### src/rtl/led_mode_controller_defines.svh
// assertion macros shared by the led mode controller rtl
`ifndef LED_MODE_CONTROLLER_DEFINES_SVH
`define LED_MODE_CONTROLLER_DEFINES_SVH

// same-cycle implication, sampled on i_clk, off during reset
`define LMC_ASSERT_NOW(label, ante, cons) \
    label: assert property (@(posedge i_clk) disable iff (!i_rst_n) (ante) |-> (cons)) \
        else $error("lmc check failed");

// next-cycle implication, sampled on i_clk, off during reset
`define LMC_ASSERT_NEXT(label, ante, cons) \
    label: assert property (@(posedge i_clk) disable iff (!i_rst_n) (ante) |=> (cons)) \
        else $error("lmc check failed");

`endif

### src/rtl/lmc_pkg.sv
// types, constants and codes of the led mode controller
package lmc_pkg;

    localparam int NUM_LEDS   = 8;
    localparam int DELAY_BITS = 16;
    localparam int PIN_COUNT  = 8;
    localparam int CELL_ID_W  = (NUM_LEDS > 1) ? $clog2(NUM_LEDS) : 1;
    localparam int IDX_W      = 3;
    localparam int CMP_W      = (CELL_ID_W > IDX_W) ? CELL_ID_W : IDX_W;
    localparam int IN_DELAY_W = 16;

    localparam logic [2:0] CMD_SET_MODE  = 3'd0;
    localparam logic [2:0] CMD_TICK      = 3'd1;
    localparam logic [2:0] CMD_PULSE_END = 3'd2;
    localparam logic [2:0] CMD_SUSPEND   = 3'd3;
    localparam logic [2:0] CMD_RESUME    = 3'd4;

    typedef logic [DELAY_BITS-1:0] t_delay;

    typedef enum logic [1:0] {
        MODE_OFF   = 2'd0,
        MODE_ON    = 2'd1,
        MODE_FLASH = 2'd2,
        MODE_BLINK = 2'd3
    } t_mode;

    typedef enum logic [2:0] {
        OP_NOP,
        OP_SET,
        OP_TICK,
        OP_PULSE_END,
        OP_SUSPEND,
        OP_RESUME
    } t_op;

    // word handed from cell to cell
    typedef struct packed {
        logic             valid;
        t_op              op;
        logic [IDX_W-1:0] index;
        t_mode            mode;
        t_delay           delay;
        logic             start;
    } t_word;

    typedef enum logic [1:0] {
        S_IDLE,
        S_RUN,
        S_WAIT
    } t_state;

endpackage

### src/rtl/led_mode_controller.sv
// top level of the led mode controller: command intake, cell chain, result word
//
//   port group     dir   word contents
//   i_s_*          in    command word: tuser cmd, tdata led_index / mode / blink_delay
//   o_m_*          out   result word: pin_levels, start_pulse_timer
//   i_cfg_*        in    active_high_mask write
//
// one command at a time: it walks the cell chain one cell per cycle,
// from the head register through the NUM_LEDS cell registers to the result
// register, and the next word is taken once the fsm is back in S_IDLE
// the result register frees the input side while a word waits on o_m_tvalid
// synchronous active-low reset: all leds off and dark, mask all ones
// a finished pass that finds the result register full keeps its start flag
// and blocks the input until the output drains
`include "led_mode_controller_defines.svh"

module led_mode_controller
    import lmc_pkg::*;
(
    input  logic        i_clk,
    input  logic        i_rst_n,
    input  logic        i_s_tvalid,
    output logic        o_s_tready,
    input  logic [23:0] i_s_tdata,   // led_index[2:0], mode[4:3], blink_delay[20:5]
    input  logic [2:0]  i_s_tuser,   // cmd[2:0]
    output logic        o_m_tvalid,
    input  logic        i_m_tready,
    output logic [15:0] o_m_tdata,   // pin_levels[7:0], start_pulse_timer[8]
    input  logic        i_cfg_valid,
    output logic        o_cfg_ready,
    input  logic [7:0]  i_cfg_data
);

    t_state                r_state, n_state;
    logic [7:0]            r_mask;
    logic                  r_susp, n_susp;
    t_word                 r_head, n_head;
    logic                  r_held;
    logic                  r_out_valid;
    logic [PIN_COUNT-1:0]  r_out_pins;
    logic                  r_out_start;
    t_word                 w_chain [NUM_LEDS+1];
    logic [NUM_LEDS-1:0]   w_lit;
    logic [NUM_LEDS-1:0]   w_chain_valid;
    logic [PIN_COUNT-1:0]  w_pins;
    logic                  w_accept;
    logic                  w_out_free;
    logic                  w_done;
    logic                  w_capture;
    logic                  w_hold;
    logic                  w_cap_start;
    t_op                   w_op;

    assign o_cfg_ready = 1'b1;
    assign w_accept    = i_s_tvalid & o_s_tready;
    assign w_out_free  = !r_out_valid || i_m_tready;
    assign w_done      = w_chain[NUM_LEDS].valid;

    always_ff @(posedge i_clk) begin
        if (!i_rst_n) begin
            r_mask <= 8'hFF;
        end else if (i_cfg_valid && o_cfg_ready) begin
            r_mask <= i_cfg_data;
        end
    end

    // command decode, suspend gating
    always_comb begin
        n_susp = r_susp;
        w_op   = OP_NOP;
        unique case (i_s_tuser)
            CMD_SET_MODE:  w_op = OP_SET;
            CMD_TICK:      w_op = r_susp ? OP_NOP : OP_TICK;
            CMD_PULSE_END: w_op = r_susp ? OP_NOP : OP_PULSE_END;
            CMD_SUSPEND: begin
                if (!r_susp) begin
                    w_op   = OP_SUSPEND;
                    n_susp = 1'b1;
                end
            end
            CMD_RESUME: begin
                if (r_susp) begin
                    w_op   = OP_RESUME;
                    n_susp = 1'b0;
                end
            end
            default: w_op = OP_NOP;
        endcase
        n_head       = '0;
        n_head.valid = w_accept;
        n_head.op    = w_op;
        n_head.index = i_s_tdata[2:0];
        n_head.mode  = t_mode'(i_s_tdata[4:3]);
        n_head.delay = t_delay'(i_s_tdata[20:5]);
        n_head.start = 1'b0;
    end

    always_ff @(posedge i_clk) begin
        if (!i_rst_n) begin
            r_susp <= 1'b0;
            r_head <= '0;
        end else begin
            if (w_accept) begin
                r_susp <= n_susp;
            end
            r_head <= n_head;
        end
    end

    assign w_chain[0] = r_head;

    genvar g;
    generate
        for (g = 0; g < NUM_LEDS; g++) begin : g_cell
            lmc_cell u_cell (
                .i_clk     (i_clk),
                .i_rst_n   (i_rst_n),
                .i_cell_id (CELL_ID_W'(g)),
                .i_word    (w_chain[g]),
                .o_word    (w_chain[g+1]),
                .o_lit     (w_lit[g])
            );
            assign w_chain_valid[g] = w_chain[g].valid;
        end
        for (g = 0; g < PIN_COUNT; g++) begin : g_pin
            if (g < NUM_LEDS) begin : g_used
                assign w_pins[g] = w_lit[g] ? r_mask[g] : ~r_mask[g];
            end else begin : g_unused
                assign w_pins[g] = 1'b0;
            end
        end
    endgenerate

    // next state
    always_comb begin
        n_state = r_state;
        unique case (r_state)
            S_IDLE: if (w_accept) n_state = S_RUN;
            S_RUN: begin
                if (w_done) begin
                    n_state = w_out_free ? S_IDLE : S_WAIT;
                end
            end
            S_WAIT: if (w_out_free) n_state = S_IDLE;
            default: n_state = S_IDLE;
        endcase
    end

    // fsm outputs
    always_comb begin
        o_s_tready  = 1'b0;
        w_capture   = 1'b0;
        w_hold      = 1'b0;
        w_cap_start = w_chain[NUM_LEDS].start;
        unique case (r_state)
            S_IDLE: o_s_tready = 1'b1;
            S_RUN: begin
                w_capture = w_done && w_out_free;
                w_hold    = w_done && !w_out_free;
            end
            S_WAIT: begin
                w_capture   = w_out_free;
                w_cap_start = r_held;
            end
            default: o_s_tready = 1'b0;
        endcase
    end

    always_ff @(posedge i_clk) begin
        if (!i_rst_n) begin
            r_state     <= S_IDLE;
            r_out_valid <= 1'b0;
            r_held      <= 1'b0;
        end else begin
            r_state <= n_state;
            if (w_hold) begin
                r_held <= w_chain[NUM_LEDS].start;
            end
            if (w_capture) begin
                r_out_valid <= 1'b1;
            end else if (i_m_tready) begin
                r_out_valid <= 1'b0;
            end
        end
    end

    always_ff @(posedge i_clk) begin
        if (w_capture) begin
            r_out_pins  <= w_pins;
            r_out_start <= w_cap_start;
        end
    end

    assign o_m_tvalid = r_out_valid;
    assign o_m_tdata  = {7'd0, r_out_start, r_out_pins};

    // at most one command in the chain
    `LMC_ASSERT_NOW(a_one_in_chain, 1'b1, $onehot0({w_chain_valid, w_done}))
    // an accepted command enters the chain head next cycle
    `LMC_ASSERT_NEXT(a_head_loaded, w_accept, r_head.valid)
    // a chain result never shows up while idle
    `LMC_ASSERT_NOW(a_done_not_idle, w_done, r_state == S_RUN)
    // a new result word only follows a finished chain pass
    `LMC_ASSERT_NOW(a_result_source, $rose(o_m_tvalid), $past(r_state) != S_IDLE)

endmodule

### src/rtl/lmc_cell.sv
// one led cell: holds the mode state of one led and passes the word on
`include "led_mode_controller_defines.svh"

module lmc_cell
    import lmc_pkg::*;
(
    input  logic                 i_clk,
    input  logic                 i_rst_n,
    input  logic [CELL_ID_W-1:0] i_cell_id,
    input  t_word                i_word,
    output t_word                o_word,
    output logic                 o_lit
);

    t_mode  r_cur,   n_cur;
    t_mode  r_pend,  n_pend;
    t_delay r_act,   n_act;
    t_delay r_pdly,  n_pdly;
    t_delay r_count, n_count;
    logic   r_pp,    n_pp;
    logic   r_lit,   n_lit;
    t_word  r_word,  n_word;
    logic   w_fire;
    logic   w_hit;

    assign w_hit = (CMP_W'(i_word.index) == CMP_W'(i_cell_id));

    always_comb begin
        n_cur   = r_cur;
        n_pend  = r_pend;
        n_act   = r_act;
        n_pdly  = r_pdly;
        n_count = r_count;
        n_pp    = r_pp;
        n_lit   = r_lit;
        w_fire  = 1'b0;
        if (i_word.valid) begin
            unique case (i_word.op)
                OP_SET: begin
                    if (w_hit) begin
                        n_pend = i_word.mode;
                        if (i_word.mode == MODE_BLINK) begin
                            n_pdly = i_word.delay;
                        end
                    end
                end
                OP_TICK: begin
                    if (r_cur != r_pend) begin
                        n_cur = r_pend;
                        unique case (r_pend)
                            MODE_ON:  n_lit = 1'b1;
                            MODE_OFF: n_lit = 1'b0;
                            MODE_FLASH: begin
                                n_pend = MODE_OFF;
                                n_cur  = MODE_OFF;
                                w_fire = 1'b1;
                            end
                            MODE_BLINK: begin
                                w_fire  = 1'b1;
                                n_act   = r_pdly;
                                n_count = r_pdly;
                            end
                            default: n_cur = r_pend;
                        endcase
                    end else if (r_cur == MODE_BLINK) begin
                        priority if (r_act != r_pdly) begin
                            n_act   = r_pdly;
                            n_count = r_pdly;
                            w_fire  = 1'b1;
                        end else if (r_count != '0) begin
                            n_count = r_count - t_delay'(1);
                        end else begin
                            w_fire  = 1'b1;
                            n_count = r_act;
                        end
                    end
                    if (w_fire) begin
                        n_lit = 1'b1;
                        n_pp  = 1'b1;
                    end
                end
                OP_PULSE_END: begin
                    if (r_pp) begin
                        n_pp  = 1'b0;
                        n_lit = 1'b0;
                    end
                end
                OP_SUSPEND: begin
                    if (r_cur == MODE_ON) begin
                        n_lit = 1'b0;
                    end
                end
                OP_RESUME: begin
                    if (r_cur == MODE_ON) begin
                        n_lit = 1'b1;
                    end
                end
                default: n_lit = r_lit;
            endcase
        end
        n_word       = i_word;
        n_word.start = i_word.start | w_fire;
    end

    always_ff @(posedge i_clk) begin
        if (!i_rst_n) begin
            r_cur   <= MODE_OFF;
            r_pend  <= MODE_OFF;
            r_act   <= '0;
            r_pdly  <= '0;
            r_count <= '0;
            r_pp    <= 1'b0;
            r_lit   <= 1'b0;
            r_word  <= '0;
        end else begin
            r_cur   <= n_cur;
            r_pend  <= n_pend;
            r_act   <= n_act;
            r_pdly  <= n_pdly;
            r_count <= n_count;
            r_pp    <= n_pp;
            r_lit   <= n_lit;
            r_word  <= n_word;
        end
    end

    assign o_word = r_word;
    assign o_lit  = r_lit;

    // flash falls back to off within the same tick
    `LMC_ASSERT_NOW(a_no_flash_current, 1'b1, r_cur != MODE_FLASH)
    // countdown is always loaded from the active delay
    `LMC_ASSERT_NOW(a_count_in_range, 1'b1, r_count <= r_act)
    // a pulse always leaves the led lit with its flag set
    `LMC_ASSERT_NEXT(a_fire_lights, i_word.valid && w_fire, r_lit && r_pp)

endmodule
### config.mk
export PLATFORM = sky130hd
export DESIGN_NAME = led_mode_controller
export DESIGN_NICKNAME = d
export VERILOG_FILES = /design/src/rtl/lmc_pkg.sv /design/src/rtl/led_mode_controller.sv /design/src/rtl/lmc_cell.sv
export VERILOG_INCLUDE_DIRS = /design/src /design/src/rtl
export SDC_FILE = /design/constraint.sdc
export NUM_CORES = 1
export LEC_CHECK = 0
export BUFFER_PORTS_ARGS = -buffer_cell sky130_fd_sc_hd__buf_2
export CORE_ASPECT_RATIO = 1.2
export CORE_UTILIZATION = 45
export CTS_CLUSTER_DIAMETER = 30
export DETAILED_ROUTE_END_ITERATION = 10
export HOLD_SLACK_MARGIN = 0.05
export PLACE_DENSITY = 0.58
export SYNTH_ARGS = -nofsm -noshare
export SYNTH_HDL_FRONTEND = slang
export SYNTH_SLANG_ARGS = --single-unit
### constraint.sdc
create_clock -name i_clk -period 4.89 [get_ports i_clk]
set_clock_uncertainty 0.05 [all_clocks]
set_input_delay 0.489 -clock i_clk [delete_from_list [all_inputs] [get_ports i_clk]]
set_output_delay 0.489 -clock i_clk [all_outputs]
set_load 0.01 [all_outputs]
== Yosys cells after proc, flatten, opt, wreduce, memory -nomap -nowiden ==
Cells that the tools add are included.

* Output and inout bits: 19
* Logic and storage cells: 727
* Flip-flop bits (word level): 664

* Reductions and logical operators: 132
* Mux-type cells: 265
* Bitwise gates (word level): 17
* Equality and inequality tests: 192
* Add/sub/neg operators: 8

{| class="wikitable"
|+ Operators with widths
! operator !! number
|-
| $mux W16 || 64
|-
| $mux W1 || 133
|-
| $ne A16 B16 Y1 || 8
|-
| $reduce_bool A16 Y1 || 8
|-
| $sub A16 B1 Y16 const B || 8
|-
| $ne A2 B1 Y1 const B || 49
|-
| $reduce_and A4 Y1 || 24
|-
| $reduce_bool A2 Y1 || 34
|-
| $eq A2 B2 Y1 const B || 33
|-
| $eq A3 B3 Y1 const B || 21
|-
| $eq A3 B2 Y1 const B || 20
|-
| $mux W2 || 30
|-
| $reduce_and A7 Y1 || 8
|-
| $reduce_and A3 Y1 || 17
|-
| $reduce_and A5 Y1 || 8
|-
| $pmux W1 S2 || 18
|-
| $eq A2 B1 Y1 const B || 17
|-
| $ne A4 B3 Y1 const B || 8
|-
| $pmux W1 S4 || 8
|-
| $pmux W2 S2 || 8
|-
| $reduce_bool A4 Y1 || 8
|-
| $eq A3 B1 Y1 const B || 10
|-
| $ne A3 B1 Y1 const B || 8
|-
| $ne A2 B2 Y1 const B || 10
|-
| 14 further kinds || 54
|}

== Longest topological paths before layout ==
Gate-level depths: netlist of run 1.

* Word-level depth: 10
* Mapped depth: 11

== Cells and area by module ==
From an unflattened synthesis of run 1, not the netlist that was laid out.

* Cell total of the unflattened synthesis: 3391
* Area, all modules: 30825.8 µm²

{| class="wikitable"
|+ By module, submodules not included
! module !! area each (µm²) !! sequential area each (µm²) !! instances !! cells an instance
|-
| lmc_cell (g_cell[0].u_cell ...) || 3644.7 || 1601.5 || 7 || 405
|-
| lmc_cell (g_cell[3].u_cell) || 3614.7 || 1601.5 || 1 || 409
|-
| led_mode_controller || 1697.9 || 1031.0 || 1 || 147
|}

== Least setup slack after synthesis of run 1 ==
OpenSTA, ideal clock, no wires.

* Kind: register -> register
* From: reg g_cell[2].u_cell.r_count[4]
* To: reg g_cell[2].u_cell.r_count[3]
* Cell stages (with the launch flop): 8
* Required time: 4.766 ns
* Library setup time: 0.074 ns
* Data arrival time: 2.504 ns
* Clock period less this slack: 2.628 ns
* Setup slack: 2.262 ns
* Cells stage by stage: dfxtp_1 -> or4_4 -> or4_4 -> or3_1 -> buf_6 -> and3_1 -> or3_1 -> a31oi_1

* Longest elaborated chain between the ends: 5

{| class="wikitable"
|+ Ends and longest elaborated chain
! item !! RTL line !! text
|-
| start, declared || lmc_cell.sv:19 || <nowiki>t_delay r_count, n_count;</nowiki>
|-
| start signal, assigned || lmc_cell.sv:120 || <nowiki>r_count <= n_count;</nowiki>
|-
| $reduce_bool A16 Y1 || lmc_cell.sv:70 || <nowiki>end else if (r_count != '0) begin</nowiki>
|-
| $mux W16 || lmc_cell.sv:70 ||
|-
| $mux W16 || lmc_cell.sv:66 || <nowiki>priority if (r_act != r_pdly) begin</nowiki>
|-
| $mux W16 || lmc_cell.sv:65 || <nowiki>end else if (r_cur == MODE_BLINK) begin</nowiki>
|-
| $mux W16 || lmc_cell.sv:48 || <nowiki>if (r_cur != r_pend) begin</nowiki>
|}

No other way between the ends. The select of a mux whose other input is x is not followed.
A chain may end at the register's enable or synchronous reset.

== Final worst setup path of run 1 ==
* From: reg g_cell[3].u_cell.r_pend[0]
* To: reg g_cell[3].u_cell.r_count[14]

* Longest elaborated chain between the ends: 3

{| class="wikitable"
|+ Ends and longest elaborated chain
! item !! RTL line !! text
|-
| start, declared || lmc_cell.sv:16 || <nowiki>t_mode r_pend, n_pend;</nowiki>
|-
| start signal, assigned || lmc_cell.sv:117 || <nowiki>r_pend <= n_pend;</nowiki>
|-
| $eq A2 B2 Y1 / $ne A2 B2 Y1 (equally long branches) || lmc_cell.sv:50, lmc_cell.sv:48 ||
|-
| $ne A2 B2 Y1 (no source line) / $reduce_bool A2 Y1 (equally long branches) || -- ||
|-
| $reduce_and A4 Y1 (no source line) || -- ||
|-
| end signal, assigned || lmc_cell.sv:120 ||
|-
| end, declared || lmc_cell.sv:19 ||
|}

Several ways; a longest one is shown, not always the timed one.

==> results of run 1 <==
==> path summary, 6_finish.rpt <==
path                                           startpoint  cells past startpoint                                        end  slack [ns]
setup reg to reg  g_cell[3].u_cell.r_pend[0]$_SDFFE_PN0P_                      7  g_cell[3].u_cell.r_count[14]$_SDFFE_PN0P_        1.66
setup / recovery  g_cell[3].u_cell.r_pend[0]$_SDFFE_PN0P_                      7  g_cell[3].u_cell.r_count[14]$_SDFFE_PN0P_        1.66
hold reg to reg     g_cell[5].u_cell.o_word[0]$_SDFF_PN0_                      2      g_cell[6].u_cell.o_word[0]$_SDFF_PN0_        0.38
hold / removal                               i_s_tuser[0]                      2                      r_head[22]$_SDFF_PN0_        0.12
==> cell usage in the layout, fill, tap and decap left out, types with 17 or more instances in the layout <==
cell | synthesis | routed
and2_1 | 210 | 210
nand3_1 | 61 | 61
mux2i_1 | 325 | 325
nand4_1 | 18 | 18
buf_4 | 9 | 27
nor2_1 | 100 | 98
nand2b_1 | 33 | 33
ha_1 | 19 | 19
buf_2 | 7 | 46
nor3_1 | 55 | 53
nand2_1 | 177 | 177
inv_1 | 45 | 45
xnor2_1 | 80 | 80
dfxtp_1 | 654 | 654
nor3b_1 | 25 | 25
nor2b_1 | 299 | 299
clkbuf_16 | 0 | 141
bufinv_16 | 0 | 20
dlygate4sd3_1 | 0 | 32
a31oi_1 | 77 | 77
o211ai_1 | 67 | 67
clkinv_2 | 0 | 17
nor4_1 | 49 | 49
mux2_2 | 19 | 19
o21a_1 | 20 | 20
or4_1 | 21 | 21
a21boi_0 | 21 | 21
and3_1 | 24 | 24
o21ai_0 | 207 | 204
xor2_1 | 144 | 144
or3_1 | 23 | 23
a21oi_1 | 125 | 124
==> power breakdown <==
| part | leakage (nW) | internal (mW) | switching [mW] |
|---|---|---|---|
| sequential | 5.37 | 5.47 | 0.0333 |
| combinational | 8.14 | 0.102 | 0.112 |
| clock | 2.30 | 6.49 | 2.97 |
==> logic make-up after synthesis <==
kind of cell,Yosys count
simple gates,1147
compound gates,615
buf+inv,257
other cells,2
flops,663
fa+ha+maj,19
mux,344
xor+xnor,224
==> sequential cells by signal, summed over array words and instances, names as in the netlist <==
signal / flops
r_out_start: 1
r_head: 25
g_cell.u_cell.r_pdly: 128
r_held: 1
o_m_tvalid: 1
r_susp: 1
g_cell.u_cell.r_cur: 16
g_cell.u_cell.o_word: 184
g_cell.u_cell.o_lit: 8
g_cell.u_cell.r_act: 128
r_out_pins: 8
g_cell.u_cell.r_pp: 8
g_cell.u_cell.r_pend: 16
r_state: 2
r_mask: 8
g_cell.u_cell.r_count: 128
==> area by class of cell <==
cell class	count	share of cell area [%]
well taps	892	3.08
clock inverters	74	2.78
repair buffers	109	2.28
clock buffers	167	10.4
inverters	45	0.466
multi-input cells	2357	44.2
flip-flops and latches	663	36.8
==> what timing repair did <==
| action | 4_1_cts | 5_1_grt |
|---|---|---|
| buffers inserted | 0 | 0 |
| resized for setup | 0 | 0 |
| endpoints found under the hold margin | 32 | 0 |
| hold buffers | 32 | 0 |
| endpoints found under the setup margin | 0 | 0 |
==> worst max-delay path: cells and delay by family, from the launching register on <==
| kind | cells | cell delay, ns |
|---|---|---|
| DFF | 1 | 0.50 |
| muxes | 1 | 0.22 |
| xor gates and xnor gates | 1 | 0.11 |
| and+or+nand+nor | 3 | 1.78 |
| buffers and inverters | 1 | 0.35 |
| AOI/OAI and AO/OA | 1 | 0.09 |
==> routing by layer <==
metal / up-vias / part of all wire [%] / wire length [um]
met5: - / 0 / 0
met3: 166 / 4.0 / 3030
met2: 514 / 51 / 38600
li1: 11566 / - / -
met4: 0 / 3.9 / 2900
met1: 10944 / 41 / 30500
==> metrics.yaml, run 1 <==
start_util_pct: 45.8
synth_common_cells: "dfxtp_1 (654), mux2i_1 (325), nor2b_1 (299)"
worst_pin_slew_ns: 1.23
top_usage_layer: "met2"
path_cells: "xor2_1 -> nor4_1 -> nand3_1 -> nor2_1 -> buf_4 -> mux2i_1 -> a21oi_1"
hold_slack_ns: 0.119
pre_cts_ws_ns: 1.64
synth_compound_area_share_pct: 12.4
cts_buffer_depth: 3
cts_tree: "done"
n_antenna_cell: 0
max-cap-violations: 0
row_count: 103
power_density_nw_per_um2: 418
synth_top_family_by_area: "simple AND/OR/NAND/NOR gates"
critPathMaxStageDelay_ns: 0.87
grt_pass1_vias: 23557
io_pins: 59
synth-edff-count: 9
clk_latency_ns: 0.69
yosysMostFrequentCell: "dfxtp_1"
drv_slew: 0
min_path_type: "input port to flip-flop"
synth.distinct_cells: 74
synthSimpleGateAreaFrac_pct: 21.5
fmax_ghz: 0.309
grt_max_degree: 149
regArea_sq_um: 13400
fin_cells: 4307
multiInputGateArea_sq_um: 16000
coreArea_sq_um: 66200
synth_fa_ha_area_share_pct: 0.784
finalHoldViolCount: 0
p_leak_nw: 15.8
gr-total-overflow: 0
yosysTopAreaCellShare_pct: 43.2
netlist_instances: 3271
drive_gt1_share_pct: 10.3
gp_congestion: 0.834
dr.pass1.iters: 7
root_buffer: "clkbuf_16"
use_met1_pct: 24.0
cp_max_fo: 14
async_flop_share_pct: 0
use_met2_pct: 40.1
routed_wl_um: 75000
required_ns: 5.39
drc: 0
avgSynthCellArea_sq_um: 9.28
end_kind: "flip-flop"
final_area_sq_um: 36300
fin_nets: 3369
place_area_sq_um: 31200
yosysTopAreaCell: "dfxtp_1"
ys.flop_type: "dfxtp_1"
fill_cells: 5912
ys_warn_count: 0
clock-sinks: 663
synth-seq-area-share_pct: 44.0
syn_area_sq_um: 30300
die_x_um: 239
post-route-util_pct: 54.7
ant_nets: 0
die-area_sq_um: 68500
muxShareOfSynthArea_pct: 11.4
antenna_found_initial: 1
initialDrtViolationCount: 1010
status: "finished clean"
wl_per_cell_um: 17.4
max-slew-margin-rel_pct: 18.3
grt_util_all_layers_pct: 22.0
dp_hpwl_um: 50700
ir_drop_v: 0.000325
syn_to_final_growth_pct: 19.5
synth_xor_area_share_pct: 6.47
num_vias: 23190
arrival_ns: 3.74
viasPerCell: 5.38
setup_viol: 0
crit_type: "flip-flop to flip-flop"
htreeDepth: 4
period_share_pct: 66.1
cp_slowest_cell: "nor2_1"
fin_crit_ns: 3.23
total_power_mw: 15.2
grt_pass1_wl_um: 121000
worst_setup_path_start_kind: "flip-flop"
die_h_um: 286
placedCellCount: 4034
clkSlewWorstSetupHoldPaths_ns: 0.05
yosys_register_bits: 663
postLayoutSetupSlackWorst_ns: 1.66
rsz0062_at_grt: "false"
io_buffers: 47
yosys-top-cells-area: "dfxtp_1 (43%), mux2i_1 (11%), nor2b_1 (6.2%), and2_1 (4.3%), xor2_1 (4.2%)"
numCtsBuffers: 134
met3_usage_pct: 4.30
setup-tns-final_ns: 0
Power figures use the tool's default switching activity.
==> run 2: changes to the inputs <==
- clock period: 4.89 -> 3.3 ns (I/O delays scaled with it)
==> metrics.yaml, run 2 (synthesized netlist as in run 1, its figures left out) <==
max-cap-violations: 0
power_switching_mw: 4.82
largest_register_ffs: 184
io_buffers: 47
n_antenna_cell: 0
rsz0062_at_grt: "false"
antenna_found_initial: 0
drv_slew: 0
regArea_sq_um: 13400
cp_max_fo: 6
cts_resized: 0
root_buffer: "clkbuf_16"
gp_congestion: 0.841
grt_pass1_vias: 23016
worst_pin_slew_ns: 1.03
fmax_ghz: 0.345
cts_setup_buffers: 0
clk_latency_ns: 0.71
viasPerCell: 5.33
worst_setup_path_start_kind: "flip-flop"
die_h_um: 286
wl_per_cell_um: 17.1
initialDrtViolationCount: 1046
die-area_sq_um: 68500
place_area_sq_um: 31500
final_cell_mix: "dfxtp_1 (654), mux2i_1 (325), nor2b_1 (299)"
cts_buffer_depth: 3
dp_hpwl_um: 52000
met3_usage_pct: 4.09
ir_drop_v: 0.000528
end_kind: "flip-flop"
multiInputGateArea_sq_um: 16000
layout_commonest_cell: "dfxtp_1"
pre_cts_ws_ns: 0.480
coreArea_sq_um: 66200
setup_viol: 0
seqPwrFrac_pct: 36.7
gr-total-overflow: 0
die_x_um: 239
combPwrFrac_pct: 1.5
top_usage_layer: "met2"
cts_tree: "done"
max-slew-margin-rel_pct: 31.1
clock-sinks: 663
postLayoutSetupSlackWorst_ns: 0.405
fin_crit_ns: 2.89
use_met1_pct: 23.5
setup-tns-final_ns: 0
syn_to_final_growth_pct: 20.7
dr.pass1.iters: 5
p_clk_share_pct: 61.8
fill_cells: 5915
row_count: 103
switching_share_pct: 21.7
num_vias: 23243
htreeDepth: 4
p_leak_nw: 16.0
crit_type: "flip-flop to flip-flop"
numCtsBuffers: 135
fin_nets: 3414
final_area_sq_um: 36600
use_met2_pct: 40.2
grt_util_all_layers_pct: 21.8
start_util_pct: 45.8
routed_wl_um: 74500
drc: 0
ant_nets: 0
finalHoldViolCount: 0
status: "finished clean"
grt_pass1_wl_um: 119000
io_pins: 59
clkSlewWorstSetupHoldPaths_ns: 0.05
arrival_ns: 3.40
intPower_mw: 17.4
drive_gt1_share_pct: 11.4
min_path_type: "input port to flip-flop"
grt_max_degree: 112
required_ns: 3.81
holdBufCountCts: 39
power_density_nw_per_um2: 606
period_share_pct: 87.7
-- run 2: cell count changes in the layout (fill, tap and decap cells not counted), sizes merged --
cell	delta
clkbuf	-4
bufinv	-6
clkinv	+21
inv	+1
buf	+37
clkinvlp	-5
dlygate4sd3	+7
-- run 2: final timing paths --
check,slack (ns),cells after the start,startpoint,to
max,0.41,6,g_cell[1].u_cell.r_count[6]$_SDFFE_PN0P_,g_cell[1].u_cell.r_count[7]$_SDFFE_PN0P_
min,0.14,3,i_cfg_valid,r_mask[3]$_SDFFE_PN1P_
max reg2reg,0.41,6,g_cell[1].u_cell.r_count[6]$_SDFFE_PN0P_,g_cell[1].u_cell.r_count[7]$_SDFFE_PN0P_
min reg2reg,0.38,2,g_cell[5].u_cell.o_word[0]$_SDFF_PN0_,g_cell[6].u_cell.o_word[0]$_SDFF_PN0_
-- run 2: critical path, stage by stage (launching register included) --
cell,delay [ns]
dfxtp_1,0.35
or4_1,0.63
or4_1,0.55
nor4b_2,0.56
mux2_2,0.40
mux2i_1,0.15
a21oi_1,0.08
-- run 2: power by group through the flow --
stage                     logic [mW]  registers, mW  clock network (mW)
after floorplan                0.218           8.28                   0
after global placement         0.292           8.30                   0
after detailed placement       0.298           8.31                   0
after CTS                      0.335           8.15                14.0
after global routing           0.364           8.15                14.4
final                          0.333           8.15                13.7
-- run 2: per-layer routing --
metal	part of all wire, %	routed length, um
met1	40	29800
met2	52	39000
met3	3.7	2770
met4	4.0	3000
met5	0	0
-- run 2: area by class of cell --
cell class              count  area share, %
inverters                  45          0.461
flip-flops and latches    663           36.5
well taps                 892           3.05
repair buffers            153           3.38
clock inverters            85           2.79
clock buffers             163           10.0
multi-input cells        2357           43.8
-- run 2: stage by stage --
step           instances  utilization [%]  total power, mW  hold slack, ns
2_1_floorplan       3277                -             8.49           0.349
3_3_place_gp        4071             47.6             8.60           0.370
3_5_place_dp        4071             47.6             8.60           0.374
4_1_cts             4358             55.3             22.5          0.0948
5_1_grt             4358             55.3             23.0           0.128
6_report            4358             55.3             22.2           0.143
==> run 3: changes to the inputs <==
- PLACE_DENSITY: 0.58 -> not set
==> metrics.yaml, run 3 (synthesized netlist as in run 1, its figures left out) <==
coreArea_sq_um: 66200
clk_latency_ns: 0.71
post-route-util_pct: 55.8
cts_resized: 0
worst_pin_slew_ns: 0.974
grt_max_degree: 106
drive_gt1_share_pct: 11.7
cts_tree: "done"
num_vias: 23356
initialDrtViolationCount: 1113
antenna_found_initial: 0
fmax_ghz: 0.347
end_kind: "flip-flop"
io_pins: 59
fin_crit_ns: 2.88
max-slew-margin-rel_pct: 35.1
grt_pass1_wl_um: 122000
fin_nets: 3423
min_path_type: "input port to flip-flop"
dp_hpwl_um: 51100
max-cap-violations: 0
required_ns: 3.87
die_x_um: 239
gr-total-overflow: 0
largest_register_ffs: 184
drc: 0
finalHoldViolCount: 0
row_count: 103
cp_max_fo: 11
clkSlewWorstSetupHoldPaths_ns: 0.04
power_density_nw_per_um2: 621
routed_wl_um: 75000
postLayoutSetupSlackWorst_ns: 0.419
syn_to_final_growth_pct: 21.7
setup_viol: 0
cts_setup_buffers: 0
drv_slew: 0
status: "finished clean"
wl_per_cell_um: 17.2
worst_setup_path_start_kind: "flip-flop"
dr.pass1.iters: 6
viasPerCell: 5.35
setup-tns-final_ns: 0
pre_cts_ws_ns: 0.445
ir_drop_v: 0.000465
final_cell_mix: "dfxtp_1 (654), mux2i_1 (325), nor2b_1 (299)"
p_leak_nw: 16.2
clock-sinks: 663
period_share_pct: 87.3
rsz0062_at_grt: "false"
grt_util_all_layers_pct: 22.0
die_h_um: 286
root_buffer: "clkbuf_16"
gp_congestion: 0.848
grt_pass1_vias: 23592
die-area_sq_um: 68500
hold_slack_ns: 0.107
start_util_pct: 45.8
layout_commonest_cell: "dfxtp_1"
ant_nets: 0
htreeDepth: 4
numCtsBuffers: 136
io_buffers: 47
arrival_ns: 3.45
cts_buffer_depth: 3
holdBufCountCts: 39
total_power_mw: 22.9
crit_type: "flip-flop to flip-flop"
run 3: cell types whose count changed in the layout (fill, tap and decap cells not counted), sizes merged:
| cell | change |
|---|---|
| buf | +8 |
| bufinv | +7 |
| clkbuf | +3 |
| clkinv | -10 |
| clkinvlp | +2 |
| diode | +1 |
run 3: cell type report:
type	instances	area, sq um
Fill cell	5814	29300
Multi-Input combinational cell	2357	16000
Sequential cell	663	13400
Clock buffer	166	3730
Timing Repair Buffer	161	1310
Clock inverter	84	1220
Tap cell	892	1120
Inverter	45	169
Antenna cell	1	2.50
run 3: worst max-delay path, cell delays in order, from the launching register on:
cell	delay [ns]
dfxtp_1	0.35
or4_4	0.59
or4_4	0.52
or3_1	0.56
and3_1	0.22
or3_1	0.34
a31oi_1	0.17
run 3: path summary, 6_finish.rpt:
check        cells past startpoint  slack, ns                                        to                                     start
max reg2reg                      6       0.42  g_cell[2].u_cell.r_count[3]$_SDFFE_PN0P_  g_cell[2].u_cell.r_count[4]$_SDFFE_PN0P_
min                              3       0.11       g_cell[2].u_cell.o_lit$_SDFFE_PN0P_                                   i_rst_n
min reg2reg                      2       0.36     g_cell[6].u_cell.o_word[0]$_SDFF_PN0_     g_cell[5].u_cell.o_word[0]$_SDFF_PN0_
max                              6       0.42  g_cell[2].u_cell.r_count[3]$_SDFFE_PN0P_  g_cell[2].u_cell.r_count[4]$_SDFFE_PN0P_
run 3: layer usage:
layer	track usage, %	wire (um)	vias to the layer above
li1	-	-	11666
met1	24.0	30500	11060
met2	40.8	39300	485
met3	4.08	2620	145
met4	10.1	2550	0
met5	0	0	-
run 3: stage by stage:
step | instances | cell area (sq um)
2_1_floorplan | 3277 | 30400
3_3_place_gp | 4079 | 31600
3_5_place_dp | 4079 | 31600
4_1_cts | 4368 | 36900
5_1_grt | 4368 | 36900
6_report | 4369 | 36900
run 3: power by group:
group          switching, mW  internal (mW)  total (mW)
registers             0.0489           8.10        8.15
logic                  0.171          0.167       0.338
clock network           4.65           9.78        14.4
